--- config.mk ---
export PLATFORM = sky130hd
export DESIGN_NAME = fta_ctrl
export DESIGN_NICKNAME = d
export VERILOG_FILES = /design/src/rtl/fta_pkg.sv /design/src/rtl/fta_ctrl.sv
export SDC_FILE = /design/constraint.sdc
export NUM_CORES = 1
export LEC_CHECK = 0
export BUFFER_PORTS_ARGS = -buffer_cell sky130_fd_sc_hd__buf_2
export CAP_MARGIN = 10
export CORE_ASPECT_RATIO = 0.7
export CORE_MARGIN = 2
export CORE_UTILIZATION = 35
export DETAILED_ROUTE_END_ITERATION = 16
export PLACE_DENSITY_LB_ADDON = 0.3
export SLEW_MARGIN = 0
export SYNTH_ARGS = -nofsm -noshare
export SYNTH_HDL_FRONTEND = slang
export SYNTH_SLANG_ARGS = --single-unit
export TNS_END_PERCENT = 5
--- constraint.sdc ---
create_clock -name clk -period 1.61 [get_ports clk]
set_input_delay 0.161 -clock clk [delete_from_list [all_inputs] [get_ports clk]]
set_output_delay 0.161 -clock clk [all_outputs]
set_load 0.01 [all_outputs]
--- src/rtl/fta_pkg.sv ---
// Shared types and constants for the frame table allocator.
// No dependencies; used by fta_ctrl, fta_datapath and frame_table_allocator.
`default_nettype none
package fta_pkg;

  localparam int FRAMES = 4096;
  localparam int AW = $clog2(FRAMES);
  localparam int CW = AW + 1;
  localparam int PW = AW + 2;
  localparam logic [7:0] FREE_TAG = 8'h01;

  localparam logic [1:0] CMD_ALLOC = 2'd0;
  localparam logic [1:0] CMD_ALIGN = 2'd1;
  localparam logic [1:0] CMD_FREE  = 2'd2;

  localparam logic [1:0] ST_DONE   = 2'd0;
  localparam logic [1:0] ST_BAD    = 2'd1;
  localparam logic [1:0] ST_NOROOM = 2'd2;

  typedef struct packed {
    logic [1:0]  cmd;
    logic [12:0] frame_total;
    logic [12:0] align_frames;
    logic [7:0]  owner_tag;
    logic [11:0] first_frame;
  } req_t;

  typedef struct packed {
    logic [1:0]  status;
    logic [11:0] granted_frame;
    logic [12:0] free_frames;
  } rsp_t;

  typedef enum logic [3:0] {
    S_CLEAR, S_IDLE, S_CHECK, S_SC_RD, S_SC_EV, S_AL_SEEK, S_AL_CAND, S_AL_RD,
    S_AL_EV, S_CL_INIT, S_CLAIM, S_FR_RD, S_FR_EV, S_FIN
  } state_t;

  typedef enum logic [3:0] {
    OP_NONE, OP_CLEAR, OP_LOAD, OP_SCAN_INIT, OP_SCAN_FREE, OP_SCAN_BUSY,
    OP_CAND_INIT, OP_CAND_STEP, OP_RUN_INIT, OP_RUN_FREE, OP_CLAIM_INIT,
    OP_CLAIM, OP_FREE_INIT, OP_FREE_STEP, OP_FINISH
  } op_t;

  typedef struct packed {
    op_t        op;
    logic [1:0] status;
  } dp_cmd_t;

  typedef struct packed {
    logic [1:0] cmd;
    logic bad_alloc;
    logic bad_free;
    logic short_cnt;
    logic is_free;
    logic pos_lt_n;
    logic pos_lt_end;
    logic len_hit;
    logic run_full;
    logic cand_lt_hint;
    logic cand_lt_n;
    logic clr_last;
    logic slot_free;
  } dp_flags_t;

endpackage
`default_nettype wire

--- src/rtl/fta_ctrl.sv ---
// Controller: sequences validation, scans, claims and frees over the datapath.
// Depends on fta_pkg; drives fta_datapath.
`default_nettype none
module fta_ctrl (
  input  wire logic               clk,
  input  wire logic               rst,
  input  wire logic               req_valid,
  output logic                    req_ready,
  input  wire fta_pkg::dp_flags_t flags,
  output fta_pkg::dp_cmd_t        cmd
);

  fta_pkg::state_t state, state_next;
  logic [1:0]      res, res_next;

  always_ff @(posedge clk) begin
    if (rst) begin
      state <= fta_pkg::S_CLEAR;
      res   <= fta_pkg::ST_BAD;
    end else begin
      state <= state_next;
      res   <= res_next;
    end
  end

  always_comb begin
    state_next = state;
    res_next   = res;
    cmd.op     = fta_pkg::OP_NONE;
    cmd.status = res;
    req_ready  = 1'b0;
    case (state)
      fta_pkg::S_CLEAR: begin
        cmd.op = fta_pkg::OP_CLEAR;
        if (flags.clr_last) state_next = fta_pkg::S_IDLE;
      end
      fta_pkg::S_IDLE: begin
        req_ready = 1'b1;
        if (req_valid) begin
          cmd.op     = fta_pkg::OP_LOAD;
          state_next = fta_pkg::S_CHECK;
        end
      end
      fta_pkg::S_CHECK: begin
        state_next = fta_pkg::S_FIN;
        res_next   = fta_pkg::ST_BAD;
        case (flags.cmd)
          fta_pkg::CMD_FREE: begin
            if (!flags.bad_free) begin
              cmd.op     = fta_pkg::OP_FREE_INIT;
              state_next = fta_pkg::S_FR_RD;
            end
          end
          fta_pkg::CMD_ALLOC, fta_pkg::CMD_ALIGN: begin
            if (flags.bad_alloc) begin
              res_next = fta_pkg::ST_BAD;
            end else if (flags.short_cnt) begin
              res_next = fta_pkg::ST_NOROOM;
            end else if (flags.cmd == fta_pkg::CMD_ALLOC) begin
              cmd.op     = fta_pkg::OP_SCAN_INIT;
              state_next = fta_pkg::S_SC_RD;
            end else begin
              cmd.op     = fta_pkg::OP_CAND_INIT;
              state_next = fta_pkg::S_AL_SEEK;
            end
          end
          default: res_next = fta_pkg::ST_BAD;
        endcase
      end
      fta_pkg::S_SC_RD: begin
        if (flags.pos_lt_n) begin
          state_next = fta_pkg::S_SC_EV;
        end else begin
          res_next   = fta_pkg::ST_NOROOM;
          state_next = fta_pkg::S_FIN;
        end
      end
      fta_pkg::S_SC_EV: begin
        if (flags.is_free) begin
          cmd.op     = fta_pkg::OP_SCAN_FREE;
          state_next = flags.len_hit ? fta_pkg::S_CL_INIT : fta_pkg::S_SC_RD;
        end else begin
          cmd.op     = fta_pkg::OP_SCAN_BUSY;
          state_next = fta_pkg::S_SC_RD;
        end
      end
      fta_pkg::S_AL_SEEK: begin
        if (flags.cand_lt_hint) cmd.op = fta_pkg::OP_CAND_STEP;
        else state_next = fta_pkg::S_AL_CAND;
      end
      fta_pkg::S_AL_CAND: begin
        if (flags.cand_lt_n) begin
          cmd.op     = fta_pkg::OP_RUN_INIT;
          state_next = fta_pkg::S_AL_RD;
        end else begin
          res_next   = fta_pkg::ST_NOROOM;
          state_next = fta_pkg::S_FIN;
        end
      end
      fta_pkg::S_AL_RD: begin
        if (flags.run_full) begin
          state_next = fta_pkg::S_CL_INIT;
        end else if (!flags.pos_lt_n) begin
          cmd.op     = fta_pkg::OP_CAND_STEP;
          state_next = fta_pkg::S_AL_CAND;
        end else begin
          state_next = fta_pkg::S_AL_EV;
        end
      end
      fta_pkg::S_AL_EV: begin
        if (flags.is_free) begin
          cmd.op     = fta_pkg::OP_RUN_FREE;
          state_next = fta_pkg::S_AL_RD;
        end else begin
          cmd.op     = fta_pkg::OP_CAND_STEP;
          state_next = fta_pkg::S_AL_CAND;
        end
      end
      fta_pkg::S_CL_INIT: begin
        cmd.op     = fta_pkg::OP_CLAIM_INIT;
        state_next = fta_pkg::S_CLAIM;
      end
      fta_pkg::S_CLAIM: begin
        if (flags.run_full) begin
          res_next   = fta_pkg::ST_DONE;
          state_next = fta_pkg::S_FIN;
        end else begin
          cmd.op = fta_pkg::OP_CLAIM;
        end
      end
      fta_pkg::S_FR_RD: begin
        if (flags.pos_lt_end) begin
          state_next = fta_pkg::S_FR_EV;
        end else begin
          res_next   = fta_pkg::ST_DONE;
          state_next = fta_pkg::S_FIN;
        end
      end
      fta_pkg::S_FR_EV: begin
        cmd.op     = fta_pkg::OP_FREE_STEP;
        state_next = fta_pkg::S_FR_RD;
      end
      fta_pkg::S_FIN: begin
        if (flags.slot_free) begin
          cmd.op     = fta_pkg::OP_FINISH;
          state_next = fta_pkg::S_IDLE;
        end
      end
      default: state_next = fta_pkg::S_IDLE;
    endcase
  end

endmodule
`default_nettype wire

==> results of run 1 <==
where the power goes:
group          internal (W)  switching, W  total (W)  leakage [nW]
Combinational     0.0000829     0.0000964   0.000179         0.433
Clock             0.0000841     0.0000514   0.000135        0.0138
Sequential         0.000148     0.0000103   0.000158        0.0517
worst register-to-register path, cell delays in order, from the launching register on:
cell and delay [ps]:
dfxtp_4 380, buf_4 150, nor2b_1 130, a2111oi_2 330
a31oi_1 130, a211o_1 300, o21ai_1 70
state kept, by name, summed over array words and instances (netlist names):
name / cells
state: 4
res: 2
metrics by stage:
step                      util (%)  TNS, ps  hold slack, ps  total power [W]  setup WS, ps
after global routing          59.3     -508             180         0.000505          -152
after global placement        50.6    -50.4             421         0.000318         -18.1
after detailed placement      50.6    -93.1             440         0.000319         -74.0
final                         59.3     -199             186         0.000473         -61.6
after floorplan                  -        0             223         0.000239          83.1
after CTS                     56.9     -231             185         0.000462         -68.3
final cells by class:
type | instances | area (um^2) | area share [%]
Multi-Input combinational cell | 102 | 722 | 55.6
Inverter | 4 | 17.5 | 1.35
Timing Repair Buffer | 52 | 360 | 27.8
Tap cell | 32 | 40.0 | 3.09
Sequential cell | 6 | 135 | 10.4
Clock buffer | 3 | 22.5 | 1.74
repair_timing:
action                                  4_1_cts  5_1_grt
hold buffers                                  0        0
pin swaps                                     6        8
endpoints found under the hold margin         0        0
endpoints found under the setup margin        6        7
resized for setup                            23       10
buffers inserted                              6        1
path summary, 6_finish.rpt:
| check | startpoint | to | slack [ps] | cells after the start |
|---|---|---|---|---|
| worst max-delay path | state[0]$_SDFFE_PP0P_ | cmd[2] | -60 | 6 |
| worst min-delay path | rst | res[1]$_SDFFE_PP0P_ | 190 | 2 |
| worst max register to register | state[2]$_SDFFE_PP0P_ | state[3]$_SDFFE_PP0P_ | 50 | 6 |
| worst min register to register | res[0]$_SDFFE_PP1P_ | res[0]$_SDFFE_PP1P_ | 460 | 1 |
layer usage:
| layer | global-route usage (%) | share of wire, % | vias to the layer above |
|---|---|---|---|
| met5 | 0 | 0 | - |
| met2 | 43.5 | 47 | 72 |
| met4 | 4.44 | 0.85 | 0 |
| met3 | 3.99 | 7.7 | 6 |
| met1 | 32.4 | 45 | 549 |
| li1 | - | - | 564 |
cell families (layout without fill, tap and decap cells):
group | after synthesis | after routing | share of synthesized area (%)
xor+xnor | 2 | 2 | 2.11
buf+inv | 15 | 59 | 8.58
flops | 6 | 6 | 14.5
compound gates | 52 | 52 | 42.3
simple gates | 46 | 46 | 30.0
mux | 2 | 2 | 2.56
cell usage in the layout, fill, tap and decap left out, types with 2 or more instances in the layout:
cell       n
o211ai_1   4
inv_2      2
o21ai_1    5
buf_4     25
and3_1     2
nor3_1     4
buf_2     23
a211o_1    3
nand2b_4   2
nor2_1     7
nor3b_1    2
dfxtp_4    4
o31a_1     2
a21oi_1   14
clkbuf_4   3
nand4_1    2
nand2_1    8
nor2_2     2
buf_6      2
o21ai_0    7
nor2b_1    4
dfxtp_1    2
o22ai_1    2
nor2b_4    2
==> metrics.cfg, run 1 <==
[synth]
synth_edf_count = 0
syn_avg_cell_area_um2 = 6.75
synth_most_common_cell = a21oi_1
yosys-top-cells-count = a21oi_1 (14), nor2_1 (9), o21ai_0 (9), nand2_1 (8)
synth_top_area_share_pct = 14.5
yosys_warnings = 0
synthCells = 123
yosys.area.top_type = dfxtp_1
syn-num-nets = 140
yosys-top-cells-area = dfxtp_1 (14%), a21oi_1 (8.4%), o21ai_0 (5.4%)
synthArstFlopShare_pct = 0
syn_area_um2 = 831
yosysUniqueCellTypes = 46
synthFlopType = dfxtp_1
ys_ff_latch = 6
synth.yosys.seq_area_share_pct = 14.5

[timing]
setup_ws_ps = -61.6
period_needed_ps = 1670
hold_viol = 0
slew_viol_final = 0
skew_ps = 2.42
rsz0062_at_grt = true
worst_pin_slew_ps = 443
min_period_over_period_pct = 104
setup_viol = 4
max_freq_mhz = 598
relSlewSlack_pct = 70.4

[routing]
drtIter0Drc = 63
routed_wl_mm = 3.30
drc_errors = 0
routed_via_density = 5.98
ant_nets = 0
wl_per_cell_um = 16.6
vias = 1191
dr.pass1.iters = 4

[global_routing]
grt_pass1_wl_mm = 5.35
antenna_found_initial = 0
gr-usage-all-layers_pct = 24.4
grt_pass1_vias = 1152
overflow = 0
grt_max_degree = 14

[cts]
clkSinkCount = 6
root_buffer = clkbuf_4
cts_tree = built
htree_levels = 1
clock_latency_ps = 240
path_clk_slew_ps = 40
numCtsBuffers = 3
ctsLongestPathBuffers = 2

[worst_setup_path]
max_stage_delay_ps = 380
cp_slowest_cell = dfxtp_4
critPathRequiredTime_ps = 1450
path_cells = buf_8, nor4_4, buf_4, nand2_1, o211ai_1, buf_2
critPathTopFamily = buffers and inverters
cp-end-kind = output port
worstPathMaxFanout = 7
crit_buf_inv = 3
worst-setup-path-type = reg -> out
worstSetupStartpointType = flop
arrival_ps = 1510

[die]
die_w_um = 62.2
core_um2 = 2190
die_h_um = 44.8
num_rows = 14
ios = 24
start_util_pct = 37.9
die_area_um2 = 2790

[run_status]
run_status = complete, but fails checks
violations = negative setup slack

[placement]
routabilityCongestion = 0.937
dp.final_hpwl_mm = 2.37
port_buffers = 23
dp.cells = 189
postPlaceCellArea_um2 = 1110

[min_path]
holdCritPathClass = in -> reg

[finish]
area_growth_pct = 56.2
drive_above_1_share_pct = 47.9
nFillCells = 205
fin_nets = 186
postLayoutCellArea_um2 = 1300
antenna-diode-count = 0
fin_cells = 199

[run]
cap_violations = 0

[power]
power.leakage_nw = 0.498
powerDensity_nw_per_um2 = 365
peakVddDrop_mv = 0.203

(Power assumes the default switching activity.)
==> inputs of run 2 (changes only) <==
--- a/config.mk
+++ b/config.mk
@@ -11,7 +11,9 @@
 export CORE_MARGIN = 2
 export CORE_UTILIZATION = 35
 export DETAILED_ROUTE_END_ITERATION = 16
+export GPL_TIMING_DRIVEN = 0
 export PLACE_DENSITY_LB_ADDON = 0.3
+export SKIP_CTS_REPAIR_TIMING = 1
 export SLEW_MARGIN = 0
 export SYNTH_ARGS = -nofsm -noshare
 export SYNTH_HDL_FRONTEND = slang
==> metrics.cfg, run 2 (synthesis gave the netlist of run 1 again) <==
[timing]
worst_pin_slew_ps = 619
max_freq_mhz = 572
rsz0062_at_grt = true
period_needed_ps = 1750
relSlewSlack_pct = 58.4
setup_viol = 6
min_period_over_period_pct = 109
hold_ws_ps = 195
setup_ws_ps = -137
hold_viol = 0
skew_ps = 4.97
slew_viol_final = 0

[finish]
largest_register_ffs = 4
area_growth_pct = 40.8
mostFrequentLayoutCell = buf_2
final_cell_mix = buf_2 (23), a21oi_1 (14), buf_4 (11)
drive_above_1_share_pct = 40.1
top_regs = state (4), res (2)
largest_register = state
fin_nets = 176
antenna-diode-count = 0

[power]
p_int_w = 0.000302
peakVddDrop_mv = 0.226
p_sw_w = 0.000151
power.leakage_nw = 0.432
power_frac_clock_pct = 30.0
powerDensity_nw_per_um2 = 388
seqPwrFrac_pct = 33.5
switching_share_pct = 33.4
combPwrFrac_pct = 36.6

[placement]
dp.final_hpwl_mm = 2.10
routabilityCongestion = 0.978
dp_slack_ps = -244
port_buffers = 23

[cts]
htree_levels = 1
ctsLongestPathBuffers = 2
clock_latency_ps = 240
clkSinkCount = 6
numCtsBuffers = 3
root_buffer = clkbuf_4
cts_tree = built
path_clk_slew_ps = 50

[worst_setup_path]
worstPathMaxFanout = 8
r2r_setup_slack_ps = -30
rr_endpoint = res[1]$_SDFFE_PP0P_
worst-setup-path-type = reg -> out
startpoint = state[1]$_SDFFE_PP0P_
crit_path_end = cmd[4]
reg2reg_from = state[3]$_SDFFE_PP0P_
critPathRequiredTime_ps = 1450
worstSetupStartpointType = flop
cp-end-kind = output port
arrival_ps = 1590
reg2reg_depth = 6

[die]
num_rows = 14
die_area_um2 = 2790
ios = 24
start_util_pct = 37.9
die_h_um = 44.8
die_w_um = 62.2
core_um2 = 2190

[routing]
wl_per_cell_um = 16.9
routed_via_density = 6.31
drtIter0Drc = 92
vias = 1192
dr.pass1.iters = 4
ant_nets = 0
drc_errors = 0
routed_wl_mm = 3.19

[run_status]
run_status = complete, but fails checks
violations = negative setup slack

[global_routing]
gr-usage-all-layers_pct = 21.5
grt_max_degree = 11
antenna_found_initial = 0
overflow = 0
grt_pass1_vias = 1008
grt_pass1_wl_mm = 4.75

[run]
cap_violations = 0

[min_path]
holdCritPathClass = in -> reg

[run 2: changes by cell type in the layout (fill, tap and decap cells not counted), sizes merged]
cell and delta:
buf -14, clkbuf +4
[run 2: area by class of cell]
cell class / instances / area (um^2)
Buffer: 10 / 88.8
Timing Repair Buffer: 32 / 183
Fill cell: 217 / 1020
Inverter: 4 / 17.5
Tap cell: 32 / 40.0
Sequential cell: 6 / 126
Clock buffer: 3 / 22.5
Multi-Input combinational cell: 102 / 692
[run 2: stage by stage]
step	utilization, %	instances	setup TNS [ps]	area (um^2)	total power, W
6_report	53.4	189	-566	1170	0.000454
5_1_grt	53.4	189	-1080	1170	0.000484
3_5_place_dp	45.0	178	-921	986	0.000296
4_1_cts	46.1	181	-2070	1010	0.000434
3_3_place_gp	45.0	178	-847	986	0.000295
2_1_floorplan	-	123	0	831	0.000239
[run 2: routing by layer]
| metal | up-vias | part of all wire (%) | track usage, % |
|---|---|---|---|
| li1 | 546 | - | - |
| met5 | - | 0 | 0 |
| met2 | 105 | 42 | 31.1 |
| met3 | 8 | 13 | 7.73 |
| met1 | 533 | 42 | 30.6 |
| met4 | 0 | 1.9 | 5.33 |
[run 2: how the worst min path moves through the flow]
| stage | to | startpoint | cells past startpoint | slack, ps |
|---|---|---|---|---|
| finish | res[1]$_SDFFE_PP0P_ | rst | 2 | 200 |
| global route | res[1]$_SDFFE_PP0P_ | rst | 2 | 180 |
| CTS | res[1]$_SDFFE_PP0P_ | rst | 2 | 180 |
| detailed placement | res[1]$_SDFFE_PP0P_ | rst | 2 | 420 |
| global placement | res[1]$_SDFFE_PP0P_ | rst | 2 | 420 |
| floorplan | res[1]$_SDFFE_PP0P_ | rst | 1 | 220 |
[run 2: power by group through the flow]
| stage | combinational, W | sequential, W | clock (W) |
|---|---|---|---|
| after floorplan | 0.0000828 | 0.000156 | 0 |
| after global placement | 0.000139 | 0.000156 | 0 |
| after detailed placement | 0.000140 | 0.000156 | 0 |
| after CTS | 0.000142 | 0.000153 | 0.000139 |
| after global routing | 0.000179 | 0.000152 | 0.000153 |
| final | 0.000166 | 0.000152 | 0.000136 |
[run 2: worst max-delay path, stage by stage (launching register included)]
cell and delay [ps]:
dfxtp_2 310, buf_6 130, buf_6 120, mux2_4 290, nand3_2 80, o31a_1 170, o211ai_1 90, buf_2 150
==> inputs of run 3 (changes only) <==
--- a/config.mk
+++ b/config.mk
@@ -8,8 +8,8 @@
 export BUFFER_PORTS_ARGS = -buffer_cell sky130_fd_sc_hd__buf_2
 export CAP_MARGIN = 10
 export CORE_ASPECT_RATIO = 0.7
-export CORE_MARGIN = 2
 export CORE_UTILIZATION = 35
+export CTS_BUF_LIST = sky130_fd_sc_hd__clkbuf_8
 export DETAILED_ROUTE_END_ITERATION = 16
 export GPL_TIMING_DRIVEN = 0
 export PLACE_DENSITY_LB_ADDON = 0.3
==> metrics.cfg, run 3 (synthesis gave the netlist of run 1 again) <==
[finish]
nFillCells = 209
postLayoutCellArea_um2 = 1210
area_growth_pct = 46.1
drive_above_1_share_pct = 41.1
utilization_pct = 55.4
mostFrequentLayoutCell = buf_2
fin_cells = 190
top_regs = state (4), res (2)
largest_register = state
largest_register_ffs = 4
fin_nets = 177
final_cell_mix = buf_2 (23), a21oi_1 (14), buf_4 (11)
antenna-diode-count = 0

[worst_setup_path]
worstPathMaxFanout = 8
cp-end-kind = output port
reg2reg_depth = 6
worst-setup-path-type = reg -> out
worstSetupStartpointType = flop
critPathRequiredTime_ps = 1450
arrival_ps = 1580

[cts]
numCtsBuffers = 3
ctsLongestPathBuffers = 2
path_clk_slew_ps = 40
root_buffer = clkbuf_8
clkSinkCount = 6
cts_tree = built
clock_latency_ps = 220
htree_levels = 1

[timing]
setup_ws_ps = -135
min_period_over_period_pct = 108
rsz0062_at_grt = true
max_freq_mhz = 573
fin_tns_setup_ps = -390
relSlewSlack_pct = 56.3
hold_viol = 0
setup_viol = 4
period_needed_ps = 1740
slew_viol_final = 0
worst_pin_slew_ps = 651
skew_ps = 0.981

[placement]
routabilityCongestion = 0.992
dp.final_hpwl_mm = 2.13
postPlaceCellArea_um2 = 986
port_buffers = 23
dp.cells = 178
dp_slack_ps = -242

[power]
powerDensity_nw_per_um2 = 446
peakVddDrop_mv = 0.279
power.leakage_nw = 0.450

[die]
ios = 24
die_w_um = 60.2
num_rows = 14
start_util_pct = 37.9
die_h_um = 42.8
core_um2 = 2190
die_area_um2 = 2580

[global_routing]
overflow = 0
gr-usage-all-layers_pct = 22.4
grt_pass1_wl_mm = 4.40
antenna_found_initial = 0
grt_max_degree = 11
grt_pass1_vias = 965

[routing]
ant_nets = 0
wl_per_cell_um = 16.5
vias = 1202
dr.pass1.iters = 5
routed_via_density = 6.33
drtIter0Drc = 95
drc_errors = 0
routed_wl_mm = 3.13

[min_path]
hold_path_depth = 2
holdCritPathClass = in -> reg

[run]
cap_violations = 0

[run_status]
violations = negative setup slack
run_status = complete, but fails checks

==> run 3: stage by stage <==
| step | hold WS, ps | power [W] |
|---|---|---|
| after floorplan | 223 | 0.000239 |
| after global placement | 415 | 0.000295 |
| after detailed placement | 426 | 0.000297 |
| after CTS | 196 | 0.000518 |
| after global routing | 209 | 0.000560 |
| final | 207 | 0.000541 |
==> run 3: worst paths after layout <==
check | startpoint | to | slack (ps)
worst max-delay path | state[1]$_SDFFE_PP0P_ | cmd[4] | -130
worst min register to register | res[1]$_SDFFE_PP0P_ | res[1]$_SDFFE_PP0P_ | 450
worst min-delay path | rst | res[1]$_SDFFE_PP0P_ | 210
worst max register to register | state[3]$_SDFFE_PP0P_ | state[3]$_SDFFE_PP0P_ | 0
==> run 3: layout make-up <==
type | instances | area [um^2] | area share [%]
tap | 32 | 40.0 | 3.30
buffer | 10 | 92.6 | 7.63
multi-input combinational | 102 | 706 | 58.1
inverter | 4 | 17.5 | 1.44
clock buffer | 3 | 41.3 | 3.40
sequential | 6 | 126 | 10.4
timing repair buffer | 33 | 190 | 15.7
==> run 3: report_power, final <==
part	internal [W]	switching, W
Clock	0.000160	0.0000603
Combinational	0.0000679	0.000100
Sequential	0.000151	0.00000100
==> run 3: worst max-delay path, stage by stage, from the launching register on <==
cell and delay (ps):
dfxtp_2 310, buf_6 130, or2_2 350, o31a_1 320, o211ai_1 100, buf_2 160
==> run 3: routing by layer <==
metal,up-vias,global-route usage [%],part of all wire [%]
li1,546,-,-
met5,-,0,0
met2,114,32.1,44
met1,534,33.9,42
met4,0,2.33,1.2
met3,8,5.79,13
